[src/sv/fsks_pkg.sv]
// ----------------------------------------------------------------------------
// Fan stall supervisor package
// Shared types, register indexes, reset values and the duty mapping.
// ----------------------------------------------------------------------------
package fsks_pkg;

    localparam int TIME_BITS_DEFAULT = 32;
    localparam int CFG_ADDR_BITS     = 3;
    localparam int CFG_DATA_BITS     = 16;

    typedef enum logic [1:0] {
        OP_TICK               = 2'd0,
        OP_SET_INTAKE         = 2'd1,
        OP_SET_INTAKE_MASKED  = 2'd2,
        OP_SET_EXHAUST        = 2'd3
    } op_t;

    localparam logic [CFG_ADDR_BITS-1:0] CFG_MIN_INTAKE_DUTY      = 3'd0;
    localparam logic [CFG_ADDR_BITS-1:0] CFG_MASK_TIME            = 3'd1;
    localparam logic [CFG_ADDR_BITS-1:0] CFG_CHECK_PERIOD         = 3'd2;
    localparam logic [CFG_ADDR_BITS-1:0] CFG_KICK_DURATION        = 3'd3;
    localparam logic [CFG_ADDR_BITS-1:0] CFG_TOGGLE_PERIOD        = 3'd4;
    localparam logic [CFG_ADDR_BITS-1:0] CFG_SAMPLE_WINDOW        = 3'd5;
    localparam logic [CFG_ADDR_BITS-1:0] CFG_EXHAUST_CHECK_ENABLE = 3'd6;

    localparam logic [7:0]  RST_MIN_INTAKE_DUTY = 8'd64;
    localparam logic [15:0] RST_MASK_TIME       = 16'd3000;
    localparam logic [15:0] RST_CHECK_PERIOD    = 16'd1000;
    localparam logic [15:0] RST_KICK_DURATION   = 16'd700;
    localparam logic [15:0] RST_TOGGLE_PERIOD   = 16'd80;
    localparam logic [7:0]  RST_SAMPLE_WINDOW   = 8'd10;

    localparam logic [15:0] COMPARE_FULL_ON = 16'h0000;
    localparam logic [15:0] COMPARE_OFF     = 16'hFFFF;
    localparam logic [7:0]  DUTY_FULL       = 8'd255;

    typedef struct packed {
        logic tick;
        logic kick_restart;
        logic load;
    } drive_ctl_t;

    // (255 - d) * 257 is the inverted duty repeated in both bytes.
    function automatic logic [15:0] duty_to_compare(input logic [7:0] d);
        return {~d, ~d};
    endfunction

endpackage

[src/sv/fsks_if.sv]
// ----------------------------------------------------------------------------
// Fan stall supervisor channel interfaces
// Command, result and register write channels with valid/ready handshakes.
// ----------------------------------------------------------------------------
interface fsks_in_if;
    logic       valid;
    logic       ready;
    logic [1:0] op;
    logic [7:0] duty;
    logic       tach_a_pulse;
    logic       tach_b_pulse;
    logic       tach_exhaust_pulse;

    modport source (output valid, op, duty, tach_a_pulse, tach_b_pulse,
                    tach_exhaust_pulse, input ready);
    modport sink   (input valid, op, duty, tach_a_pulse, tach_b_pulse,
                    tach_exhaust_pulse, output ready);
endinterface

interface fsks_out_if;
    logic        valid;
    logic        ready;
    logic [15:0] intake_compare;
    logic [15:0] exhaust_compare;
    logic [7:0]  intake_reported_duty;
    logic        intake_failed;
    logic        exhaust_failed;

    modport source (output valid, intake_compare, exhaust_compare,
                    intake_reported_duty, intake_failed, exhaust_failed,
                    input ready);
    modport sink   (input valid, intake_compare, exhaust_compare,
                    intake_reported_duty, intake_failed, exhaust_failed,
                    output ready);
endinterface

interface fsks_cfg_if;
    logic                               valid;
    logic                               ready;
    logic [fsks_pkg::CFG_ADDR_BITS-1:0] addr;
    logic [fsks_pkg::CFG_DATA_BITS-1:0] data;

    modport source (output valid, addr, data, input ready);
    modport sink   (input valid, addr, data, output ready);
endinterface

[src/sv/fsks_fan_drive.sv]
// ----------------------------------------------------------------------------
// Fan drive with stall kick
// Holds one fan's compare value and runs the on/off toggling after a stall.
// ----------------------------------------------------------------------------
module fsks_fan_drive #(
    parameter int TIME_BITS = fsks_pkg::TIME_BITS_DEFAULT
) (
    input  logic                 clk,
    input  logic                 rst_n,
    input  fsks_pkg::drive_ctl_t ctl,
    input  logic [TIME_BITS-1:0] tnow,
    input  logic [15:0]          kick_duration,
    input  logic [15:0]          toggle_period,
    input  logic [15:0]          normal,
    output logic [15:0]          compare_next
);

    logic [TIME_BITS-1:0] kick_start_reg;
    logic [TIME_BITS-1:0] kick_start_next;
    logic [TIME_BITS-1:0] toggle_start_reg;
    logic [TIME_BITS-1:0] toggle_start_next;
    logic                 phase_reg;
    logic                 phase_next;
    logic [15:0]          compare_reg;
    logic [TIME_BITS-1:0] kick_since;
    logic [TIME_BITS-1:0] toggle_since;
    logic                 kicking;

    assign kick_since   = ctl.kick_restart ? '0 : tnow - kick_start_reg;
    assign toggle_since = tnow - toggle_start_reg;
    assign kicking      = kick_since < TIME_BITS'(kick_duration);

    always_comb
    begin
        kick_start_next   = ctl.kick_restart ? tnow : kick_start_reg;
        toggle_start_next = toggle_start_reg;
        phase_next        = phase_reg;
        compare_next      = compare_reg;
        if (ctl.load)
        begin
            compare_next = normal;
        end
        else if (ctl.tick)
        begin
            if (kicking)
            begin
                if (toggle_since > TIME_BITS'(toggle_period))
                begin
                    toggle_start_next = tnow;
                    phase_next        = !phase_reg;
                    compare_next      = phase_reg ? fsks_pkg::COMPARE_OFF
                                                  : fsks_pkg::COMPARE_FULL_ON;
                end
            end
            else
            begin
                phase_next   = 1'b1;
                compare_next = normal;
            end
        end
    end

    always_ff @(posedge clk or negedge rst_n)
    begin
        if (!rst_n)
        begin
            kick_start_reg   <= '0;
            toggle_start_reg <= '0;
            phase_reg        <= 1'b0;
            compare_reg      <= '0;
        end
        else if (ctl.tick || ctl.load)
        begin
            kick_start_reg   <= kick_start_next;
            toggle_start_reg <= toggle_start_next;
            phase_reg        <= phase_next;
            compare_reg      <= compare_next;
        end
    end

endmodule

[src/sv/fan_stall_kick_supervisor_top.sv]
// ----------------------------------------------------------------------------
// Fan stall kick supervisor
// Drives an intake fan pair and an exhaust fan, checks their tachometers and
// kicks a stalled fan by toggling its drive between full on and off.
// ----------------------------------------------------------------------------
// Usage:
// The item channel takes millisecond ticks with tachometer pulse flags and
// duty commands. Every item produces exactly one transfer on the result
// channel with both timer compare values, the reported intake duty and the
// two failure flags as they stand after the item.
// Each item is first captured in an input register and is then worked off
// into the result register, from which its result is offered; while the
// receiver stalls, the item waits in the input register. One item is
// accepted per cycle sustained while the receiver does not stall; the update
// of the timing and window state as each item is worked off sets that rate.
// When the receiver stalls, the result register holds and the input register
// takes one more item; item ready then drops until the result is taken.
// Register writes on the cfg channel are always accepted and should be done
// while no item is in flight.
// Reset clears all timers, windows and duties, sets both compare values to
// full on and loads the default register values.
// ----------------------------------------------------------------------------
module fan_stall_kick_supervisor_top #(
    parameter int TIME_BITS = fsks_pkg::TIME_BITS_DEFAULT
) (
    input  logic       clk,
    input  logic       rst_n,
    fsks_in_if.sink    item,
    fsks_out_if.source result,
    fsks_cfg_if.sink   cfg
);

    // Configuration registers.
    logic [7:0]  min_intake_duty_reg;
    logic [15:0] mask_time_reg;
    logic [15:0] check_period_reg;
    logic [15:0] kick_duration_reg;
    logic [15:0] toggle_period_reg;
    logic [7:0]  sample_window_reg;
    logic        exhaust_check_enable_reg;

    // Input register.
    logic            s1_valid_reg;
    fsks_pkg::op_t   s1_op_reg;
    logic [7:0]      s1_duty_reg;
    logic [2:0]      s1_pulses_reg;

    // Result register.
    logic        out_valid_reg;
    logic [15:0] out_intake_compare_reg;
    logic [15:0] out_exhaust_compare_reg;
    logic [7:0]  out_reported_duty_reg;
    logic        out_intake_failed_reg;
    logic        out_exhaust_failed_reg;

    // Supervisor state.
    logic [TIME_BITS-1:0] now_reg;
    logic [TIME_BITS-1:0] now_inc_reg;
    logic [TIME_BITS-1:0] last_check_reg;
    logic [TIME_BITS-1:0] last_check_next;
    logic [7:0]           window_left_reg;
    logic [7:0]           window_left_next;
    logic                 window_exhaust_reg;
    logic                 window_exhaust_next;
    logic [2:0]           flags_reg;
    logic [2:0]           flags_next;
    logic                 intake_spin_reg;
    logic                 intake_spin_next;
    logic                 exhaust_spin_reg;
    logic                 exhaust_spin_next;
    logic [7:0]           intake_duty_reg;
    logic [7:0]           intake_duty_next;
    logic [7:0]           exhaust_duty_reg;
    logic [7:0]           exhaust_duty_next;
    logic [TIME_BITS-1:0] mask_intake_start_reg;
    logic [TIME_BITS-1:0] mask_exhaust_start_reg;

    logic                 advance;
    logic                 in_ready;
    logic                 fire;
    logic                 is_tick;
    logic                 is_set_intake;
    logic                 is_set_exhaust;
    logic                 mask_intake_restart;
    logic                 mask_exhaust_restart;
    logic [TIME_BITS-1:0] tnow;
    logic [TIME_BITS-1:0] mask_intake_since;
    logic [TIME_BITS-1:0] mask_exhaust_since;
    logic                 intake_masked;
    logic                 exhaust_masked;
    logic                 intake_kick;
    logic                 exhaust_kick;
    logic [7:0]           intake_applied_duty;
    logic [15:0]          intake_normal;
    logic [15:0]          exhaust_normal;
    logic [15:0]          intake_compare_next;
    logic [15:0]          exhaust_compare_next;
    logic [7:0]           reported_duty_next;
    logic                 intake_failed_next;
    logic                 exhaust_failed_next;
    logic [2:0]           flags_merged;

    fsks_pkg::drive_ctl_t intake_ctl;
    fsks_pkg::drive_ctl_t exhaust_ctl;

    // Handshake.
    assign advance   = !out_valid_reg || result.ready;
    assign in_ready  = !s1_valid_reg || advance;
    assign fire      = s1_valid_reg && advance;
    assign item.ready = in_ready;
    assign cfg.ready  = 1'b1;

    assign result.valid                = out_valid_reg;
    assign result.intake_compare       = out_intake_compare_reg;
    assign result.exhaust_compare      = out_exhaust_compare_reg;
    assign result.intake_reported_duty = out_reported_duty_reg;
    assign result.intake_failed        = out_intake_failed_reg;
    assign result.exhaust_failed       = out_exhaust_failed_reg;

    assign is_tick        = fire && (s1_op_reg == fsks_pkg::OP_TICK);
    assign is_set_intake  = fire && ((s1_op_reg == fsks_pkg::OP_SET_INTAKE)
                                  || (s1_op_reg == fsks_pkg::OP_SET_INTAKE_MASKED));
    assign is_set_exhaust = fire && (s1_op_reg == fsks_pkg::OP_SET_EXHAUST);

    // A tick sees the incremented time; commands take no time.
    assign tnow = (s1_op_reg == fsks_pkg::OP_TICK) ? now_inc_reg : now_reg;

    assign flags_merged = flags_reg | s1_pulses_reg;

    always_comb
    begin
        last_check_next     = last_check_reg;
        window_left_next    = window_left_reg;
        window_exhaust_next = window_exhaust_reg;
        flags_next          = flags_reg;
        intake_spin_next    = intake_spin_reg;
        exhaust_spin_next   = exhaust_spin_reg;
        intake_kick         = 1'b0;
        exhaust_kick        = 1'b0;
        if (s1_op_reg == fsks_pkg::OP_TICK)
        begin
            if (window_left_reg != 8'd0)
            begin
                flags_next       = flags_merged;
                window_left_next = window_left_reg - 8'd1;
                if (window_left_reg == 8'd1)
                begin
                    intake_spin_next  = (flags_merged[1:0] == 2'b11);
                    exhaust_spin_next = flags_merged[2];
                    intake_kick       = !intake_spin_next && (intake_duty_reg != 8'd0);
                    exhaust_kick      = window_exhaust_reg && !exhaust_spin_next;
                end
            end
            else if ((tnow - last_check_reg) > TIME_BITS'(check_period_reg))
            begin
                last_check_next     = tnow;
                window_left_next    = (sample_window_reg == 8'd0) ? 8'd1 : sample_window_reg;
                flags_next          = 3'b000;
                window_exhaust_next = exhaust_check_enable_reg && (exhaust_duty_reg != 8'd0);
            end
        end
    end

    assign intake_duty_next  = is_set_intake ? s1_duty_reg : intake_duty_reg;
    assign exhaust_duty_next = is_set_exhaust ? s1_duty_reg : exhaust_duty_reg;

    assign intake_applied_duty = ((intake_duty_next != 8'd0)
                                  && (intake_duty_next < min_intake_duty_reg))
                                 ? min_intake_duty_reg : intake_duty_next;
    assign intake_normal  = fsks_pkg::duty_to_compare(intake_applied_duty);
    assign exhaust_normal = fsks_pkg::duty_to_compare(exhaust_duty_reg);

    assign intake_ctl.tick          = is_tick;
    assign intake_ctl.kick_restart  = is_tick && intake_kick;
    assign intake_ctl.load          = is_set_intake;
    assign exhaust_ctl.tick         = is_tick;
    assign exhaust_ctl.kick_restart = is_tick && exhaust_kick;
    assign exhaust_ctl.load         = 1'b0;

    fsks_fan_drive #(
        .TIME_BITS (TIME_BITS)
    ) u_intake_drive (
        .clk           (clk),
        .rst_n         (rst_n),
        .ctl           (intake_ctl),
        .tnow          (tnow),
        .kick_duration (kick_duration_reg),
        .toggle_period (toggle_period_reg),
        .normal        (intake_normal),
        .compare_next  (intake_compare_next)
    );

    fsks_fan_drive #(
        .TIME_BITS (TIME_BITS)
    ) u_exhaust_drive (
        .clk           (clk),
        .rst_n         (rst_n),
        .ctl           (exhaust_ctl),
        .tnow          (tnow),
        .kick_duration (kick_duration_reg),
        .toggle_period (toggle_period_reg),
        .normal        (exhaust_normal),
        .compare_next  (exhaust_compare_next)
    );

    // Failure masks.
    assign mask_intake_restart  = s1_op_reg == fsks_pkg::OP_SET_INTAKE_MASKED;
    assign mask_exhaust_restart = (s1_op_reg == fsks_pkg::OP_SET_EXHAUST)
                                  && (exhaust_duty_reg != s1_duty_reg);
    assign mask_intake_since  = mask_intake_restart ? '0 : tnow - mask_intake_start_reg;
    assign mask_exhaust_since = mask_exhaust_restart ? '0 : tnow - mask_exhaust_start_reg;
    assign intake_masked  = mask_intake_since < TIME_BITS'(mask_time_reg);
    assign exhaust_masked = mask_exhaust_since < TIME_BITS'(mask_time_reg);

    always_comb
    begin
        if (intake_masked || intake_spin_next)
        begin
            reported_duty_next = intake_duty_next;
        end
        else
        begin
            reported_duty_next = 8'd0;
        end
        intake_failed_next  = !intake_masked && !intake_spin_next
                              && (intake_duty_next != 8'd0);
        exhaust_failed_next = !exhaust_masked
                              && (exhaust_spin_next ? (exhaust_duty_next != fsks_pkg::DUTY_FULL)
                                                    : (exhaust_duty_next != 8'd0));
    end

    // Configuration writes.
    always_ff @(posedge clk or negedge rst_n)
    begin
        if (!rst_n)
        begin
            min_intake_duty_reg      <= fsks_pkg::RST_MIN_INTAKE_DUTY;
            mask_time_reg            <= fsks_pkg::RST_MASK_TIME;
            check_period_reg         <= fsks_pkg::RST_CHECK_PERIOD;
            kick_duration_reg        <= fsks_pkg::RST_KICK_DURATION;
            toggle_period_reg        <= fsks_pkg::RST_TOGGLE_PERIOD;
            sample_window_reg        <= fsks_pkg::RST_SAMPLE_WINDOW;
            exhaust_check_enable_reg <= 1'b0;
        end
        else if (cfg.valid)
        begin
            case (cfg.addr)
                fsks_pkg::CFG_MIN_INTAKE_DUTY:      min_intake_duty_reg      <= cfg.data[7:0];
                fsks_pkg::CFG_MASK_TIME:            mask_time_reg            <= cfg.data;
                fsks_pkg::CFG_CHECK_PERIOD:         check_period_reg         <= cfg.data;
                fsks_pkg::CFG_KICK_DURATION:        kick_duration_reg        <= cfg.data;
                fsks_pkg::CFG_TOGGLE_PERIOD:        toggle_period_reg        <= cfg.data;
                fsks_pkg::CFG_SAMPLE_WINDOW:        sample_window_reg        <= cfg.data[7:0];
                fsks_pkg::CFG_EXHAUST_CHECK_ENABLE: exhaust_check_enable_reg <= cfg.data[0];
                default:
                begin
                end
            endcase
        end
    end

    // Input register.
    always_ff @(posedge clk or negedge rst_n)
    begin
        if (!rst_n)
        begin
            s1_valid_reg <= 1'b0;
        end
        else if (in_ready)
        begin
            s1_valid_reg <= item.valid;
        end
    end

    always_ff @(posedge clk)
    begin
        if (in_ready && item.valid)
        begin
            s1_op_reg     <= fsks_pkg::op_t'(item.op);
            s1_duty_reg   <= item.duty;
            s1_pulses_reg <= {item.tach_exhaust_pulse, item.tach_b_pulse, item.tach_a_pulse};
        end
    end

    // Result register.
    always_ff @(posedge clk or negedge rst_n)
    begin
        if (!rst_n)
        begin
            out_valid_reg <= 1'b0;
        end
        else if (advance)
        begin
            out_valid_reg <= s1_valid_reg;
        end
    end

    always_ff @(posedge clk)
    begin
        if (fire)
        begin
            out_intake_compare_reg  <= intake_compare_next;
            out_exhaust_compare_reg <= exhaust_compare_next;
            out_reported_duty_reg   <= reported_duty_next;
            out_intake_failed_reg   <= intake_failed_next;
            out_exhaust_failed_reg  <= exhaust_failed_next;
        end
    end

    // Supervisor state update.
    always_ff @(posedge clk or negedge rst_n)
    begin
        if (!rst_n)
        begin
            now_reg                <= '0;
            now_inc_reg            <= TIME_BITS'(1);
            last_check_reg         <= '0;
            window_left_reg        <= '0;
            window_exhaust_reg     <= 1'b0;
            flags_reg              <= '0;
            intake_spin_reg        <= 1'b0;
            exhaust_spin_reg       <= 1'b0;
            intake_duty_reg        <= '0;
            exhaust_duty_reg       <= '0;
            mask_intake_start_reg  <= '0;
            mask_exhaust_start_reg <= '0;
        end
        else
        begin
            if (is_tick)
            begin
                now_reg            <= now_inc_reg;
                now_inc_reg        <= now_inc_reg + TIME_BITS'(1);
                last_check_reg     <= last_check_next;
                window_left_reg    <= window_left_next;
                window_exhaust_reg <= window_exhaust_next;
                flags_reg          <= flags_next;
                intake_spin_reg    <= intake_spin_next;
                exhaust_spin_reg   <= exhaust_spin_next;
            end
            if (is_set_intake)
            begin
                intake_duty_reg <= intake_duty_next;
            end
            if (is_set_exhaust)
            begin
                exhaust_duty_reg <= exhaust_duty_next;
            end
            if (fire && mask_intake_restart)
            begin
                mask_intake_start_reg <= tnow;
            end
            if (fire && mask_exhaust_restart)
            begin
                mask_exhaust_start_reg <= tnow;
            end
        end
    end

    // Assertions.
    a_now_inc_tracks: assert property (@(posedge clk) disable iff (!rst_n)
        now_inc_reg == now_reg + TIME_BITS'(1))
        else $error("Incremented time copy lost track of the millisecond clock.");

    a_stall_holds_state: assert property (@(posedge clk) disable iff (!rst_n)
        (s1_valid_reg && !advance) |=> ($stable(now_reg) && $stable(window_left_reg)))
        else $error("Supervisor state moved while the result register was stalled.");

    a_ready_only_when_full: assert property (@(posedge clk) disable iff (!rst_n)
        !in_ready |-> (s1_valid_reg && out_valid_reg && !result.ready))
        else $error("Item channel stalled although a register was free.");

    a_window_open_on_tick: assert property (@(posedge clk) disable iff (!rst_n)
        (!is_tick) |=> $stable(window_left_reg))
        else $error("Sample window changed without a tick.");

endmodule
[src/flat_wrapper.sv]
// flat-port wrapper written by rule: the top's interface ports become plain ports
module fan_stall_kick_supervisor_top_flat 
#(
    parameter int TIME_BITS = fsks_pkg::TIME_BITS_DEFAULT
)
  (clk, rst_n, item_valid, item_op, item_duty, item_tach_a_pulse, item_tach_b_pulse, item_tach_exhaust_pulse, item_ready, result_valid, result_intake_compare, result_exhaust_compare, result_intake_reported_duty, result_intake_failed, result_exhaust_failed, result_ready, cfg_valid, cfg_addr, cfg_data, cfg_ready);
  fsks_in_if item_i ();
  fsks_out_if result_i ();
  fsks_cfg_if cfg_i ();
  input  logic clk;
  input  logic rst_n;
  input wire logic [$bits(item_i.valid)-1:0] item_valid;
  input wire logic [$bits(item_i.op)-1:0] item_op;
  input wire logic [$bits(item_i.duty)-1:0] item_duty;
  input wire logic [$bits(item_i.tach_a_pulse)-1:0] item_tach_a_pulse;
  input wire logic [$bits(item_i.tach_b_pulse)-1:0] item_tach_b_pulse;
  input wire logic [$bits(item_i.tach_exhaust_pulse)-1:0] item_tach_exhaust_pulse;
  output wire logic [$bits(item_i.ready)-1:0] item_ready;
  output wire logic [$bits(result_i.valid)-1:0] result_valid;
  output wire logic [$bits(result_i.intake_compare)-1:0] result_intake_compare;
  output wire logic [$bits(result_i.exhaust_compare)-1:0] result_exhaust_compare;
  output wire logic [$bits(result_i.intake_reported_duty)-1:0] result_intake_reported_duty;
  output wire logic [$bits(result_i.intake_failed)-1:0] result_intake_failed;
  output wire logic [$bits(result_i.exhaust_failed)-1:0] result_exhaust_failed;
  input wire logic [$bits(result_i.ready)-1:0] result_ready;
  input wire logic [$bits(cfg_i.valid)-1:0] cfg_valid;
  input wire logic [$bits(cfg_i.addr)-1:0] cfg_addr;
  input wire logic [$bits(cfg_i.data)-1:0] cfg_data;
  output wire logic [$bits(cfg_i.ready)-1:0] cfg_ready;
  assign item_i.valid = item_valid;
  assign item_i.op = item_op;
  assign item_i.duty = item_duty;
  assign item_i.tach_a_pulse = item_tach_a_pulse;
  assign item_i.tach_b_pulse = item_tach_b_pulse;
  assign item_i.tach_exhaust_pulse = item_tach_exhaust_pulse;
  assign item_ready = item_i.ready;
  assign result_valid = result_i.valid;
  assign result_intake_compare = result_i.intake_compare;
  assign result_exhaust_compare = result_i.exhaust_compare;
  assign result_intake_reported_duty = result_i.intake_reported_duty;
  assign result_intake_failed = result_i.intake_failed;
  assign result_exhaust_failed = result_i.exhaust_failed;
  assign result_i.ready = result_ready;
  assign cfg_i.valid = cfg_valid;
  assign cfg_i.addr = cfg_addr;
  assign cfg_i.data = cfg_data;
  assign cfg_ready = cfg_i.ready;
  fan_stall_kick_supervisor_top #(.TIME_BITS(TIME_BITS)) u_core (.clk(clk), .rst_n(rst_n), .item(item_i), .result(result_i), .cfg(cfg_i));
endmodule
[config.mk]
export PLATFORM = sky130hd
export DESIGN_NAME = fan_stall_kick_supervisor_top_flat
export DESIGN_NICKNAME = d
export VERILOG_FILES = /design/src/sv/fsks_pkg.sv /design/src/sv/fsks_if.sv /design/src/sv/fsks_fan_drive.sv /design/src/sv/fan_stall_kick_supervisor_top.sv /design/src/flat_wrapper.sv
export SDC_FILE = /design/constraint.sdc
export NUM_CORES = 2
export LEC_CHECK = 0
export ABC_AREA = 1
export BUFFER_PORTS_ARGS = -buffer_cell sky130_fd_sc_hd__buf_2
export CORE_ASPECT_RATIO = 0.6
export CORE_MARGIN = 2
export CORE_UTILIZATION = 55
export DETAILED_ROUTE_END_ITERATION = 7
export PLACE_DENSITY = 0.71
export SETUP_SLACK_MARGIN = 0.1
export SYNTH_ARGS = -nofsm -noshare
export SYNTH_HDL_FRONTEND = slang
export SYNTH_HIERARCHICAL = 1
export SYNTH_SLANG_ARGS = --single-unit
[constraint.sdc]
create_clock -name clk -period 9.4 [get_ports clk]
set_input_delay 0.94 -clock clk [delete_from_list [all_inputs] [get_ports clk]]
set_output_delay 0.94 -clock clk [all_outputs]
set_load 0.02 [all_outputs]
==> results.yml <==
critical_path:
  path_class: "reg -> reg"
  arrival_ns: 7.71
  reg2reg_from: "u_core/s1_op_reg[0]"
  crit_top_cell: "nand2_1"
  max_stage_delay_ns: 0.84
  reg2reg_depth: 26
  required_ns: 9.91
  r2r_end: "u_core/u_intake_drive/toggle_start_reg[8]"
  cp-start-kind: "flip-flop"
  critPathCaptureType: "flip-flop"
  cp_max_fo: 64
  crit_path_top_delay_cell: "a211oi_1"
  ff2ff_setup_slack_ns: 2.20
global_routing:
  overflow: 0
  grt_max_degree: 76
  grtUsageMet2_pct: 44.93
  met1_usage_pct: 59.60
  grt-busiest-layer: "met1"
  grt_pass1_vias: 36780
  grt_util_met3_pct: 11.15
  track_usage_pct: 36.44
  antenna_found_initial: 4
  grt_pass1_wl_um: 218000
detailed_routing:
  viasPerCell: 5.515
  avgRoutedWirePerCell_um: 18.69
  drt_first_pass_iters: 8
  final_antenna_net_count: 0
  wl_um: 141900
  num_vias: 41860
  drt_iter0_drc: 5966
  drc_errors: 0
timing:
  max-slew-margin-rel_pct: -5.335
  setup_violations: 0
  finalSetupTns_ns: 0
  fin_skew_ns: 0.04585
  tightest_slew_ns: 1.574
  rsz0062_at_grt: "no"
  fmax_mhz: 138.9
  layout_setup_ws_ns: 2.200
  period_needed_ns: 7.200
  hold_violations: 0
  finalCritPeriodShare_pct: 76.59
  drv_slew: 17
floorplan:
  initial_core_util_pct: 55.93
  chipHeight_um: 216.7
  fp-row-count: 77
  dieWidth_um: 358.6
  dieArea_um2: 77720
  core-area_um2: 74180
  ioPinCount: 82
yosys:
  synth_area_leader_cell: "dfrtp_1"
  avgSynthCellArea_um2: 6.397
  syn_area_um2: 41490
  netlist_instances: 6486
  ys.flop_type: "dfrtp_1"
  async_reset_ff_share_pct: 88.78
  yosysTopAreaCellShare_pct: 24.73
  synthTopCellsByArea: "dfrtp_1 (25%), nand2_1 (20%), inv_1 (11%), ha_1 (10%), nand3_1 (5.1%)"
  synth_cell_types: 55
  synth_nets: 6869
  ys_top_cells_by_count: "nand2_1 (2,212), inv_1 (1,224), nor2_1 (455), nand3_1 (421), dfrtp_1 (410)"
  synth-seq-cells: 490
  synth_edf_count: 55
  seq_area_frac_synth_pct: 30.29
  ys_warn_count: 6
  synth.most_common_cell: "nand2_1"
clocking:
  cts_tree: "built"
  clock_latency_ns: 0.66
  h-tree-depth: 2
  cts_resized: 0
  clk_pin_slew_ns: 0.07
  clk_path_buf_depth: 3
  cts_buffers: 51
  cts.sinks: 490
  cts.hold.buffers_added: 0
  cts_root_buffer: "clkbuf_16"
  post_cts_buffers: 0
placement:
  hpwl_um: 109300
  preCtsSetupSlack_ns: 2.390
  placed_cells: 7492
  gp_routability_congestion: 1.043
  io_buffers: 80
  place_area_um2: 43120
outcome:
  status: "complete, but fails checks"
  violations: "capacitance limit, slew limit"
power_and_ir_drop:
  vdd_drop_max_v: 0.0001652
  power_density_nw_per_um2: 272.9
  p_leak_nw: 25.39
min_path:
  min_path_type: "in -> async"
cells_and_area:
  multi_input_area_um2: 23720
  finalInstanceArea_um2: 44950
  fin_nets: 6942
  regArea_um2: 12570
  drive_above_1_share_pct: 6.225
  fillCellCount: 7204
  layout.cells.non_filler: 7590
  area_growth_pct: 8.345
job:
  drv_cap: 1
==> worst max-delay path: cells and delay by family, from the launching register on <==
kind / cells / cell delay [ns]
flip-flops: 1 / 0.39
buffers and inverters: 8 / 1.97
AO/OA/AOI/OAI: 6 / 1.53
AND/OR/NAND/NOR: 10 / 2.45
adder cells (fa/ha/maj): 2 / 0.69
==> cell families (layout without fill, tap and decap cells) <==
| group | count (synthesis) | count (layout) | share of synthesized area (%) |
|---|---|---|---|
| simple gates | 3384 | 3384 | 34.11 |
| buf+inv | 1384 | 1500 | 12.91 |
| compound gates | 777 | 777 | 9.889 |
| flops | 490 | 490 | 30.29 |
| fa+ha+maj | 346 | 346 | 10.56 |
| xor+xnor | 93 | 93 | 1.963 |
| mux | 10 | 10 | 0.2533 |
| other cells | 2 | 3 | 0.01810 |
==> worst max path at each step <==
stage	startpoint	end	slack (ns)	cells after the start
finish	u_core/s1_op_reg[0]	u_core/u_intake_drive/toggle_start_reg[8]	2.20	26
global route	u_core/s1_op_reg[1]	u_core/u_intake_drive/toggle_start_reg[19]	1.68	26
CTS	u_core/s1_op_reg[1]	u_core/u_intake_drive/toggle_start_reg[8]	2.33	26
detailed placement	u_core/s1_op_reg[1]	u_core/u_intake_drive/toggle_start_reg[14]	2.39	26
global placement	u_core/s1_op_reg[0]	u_core/u_intake_drive/toggle_start_reg[14]	2.73	26
floorplan	u_core/s1_op_reg[0]	u_core/result.intake_compare[5]	4.33	29
==> power breakdown <==
group	switching [mW]	internal, mW	leakage [nW]
Combinational	4.87	2.29	18.7
Sequential	0.265	2.60	5.79
Clock	0.977	1.27	0.870
Total	6.11	6.15	25.4
==> area by class of cell <==
| type | instances | share of cell area [%] |
|---|---|---|
| diodes | 1 | 0.005567 |
| clock buffers | 65 | 3.115 |
| clock inverters | 31 | 0.9353 |
| inverters | 1265 | 10.56 |
| multi-input cells | 4612 | 52.78 |
| flip-flops and latches | 490 | 27.96 |
| well taps | 987 | 2.747 |
| repair buffers | 139 | 1.898 |
==> per-stage QoR <==
step | util (%) | power, mW | hold WS (ns)
global route | 60.59 | 13.28 | 0.2793
finish | 60.59 | 12.27 | 0.2484
global placement | 58.13 | 9.604 | 0.4463
floorplan | - | 7.731 | 0.4338
detailed placement | 58.13 | 9.758 | 0.4554
CTS | 60.58 | 12.05 | 0.2463
==> cells in the final DEF (no fill, tap or decap), types with 25 or more instances in the layout <==
cell type and instances:
ha_1 339, inv_1 1224, buf_2 79, o21ai_0 310, dfrtp_1 410, inv_2 35
o21ai_2 30, nor2_1 453, nor3_1 58, a21oi_1 350, a22oi_1 33, nand2_1 2212
nand4_1 93, buf_4 59, xor2_1 76, nand3_1 421, dfstp_2 25, nand3b_1 26
clkbuf_16 52, edfxtp_1 55
==> metal layers <==
layer  share of wire, %  vias to the layer above
met3                 15                      175
met5             0.0092                        -
li1                   -                    20450
met2                 35                     2172
met1                 48                    19060
met4                2.2                        2
(Power assumes the default switching activity.)
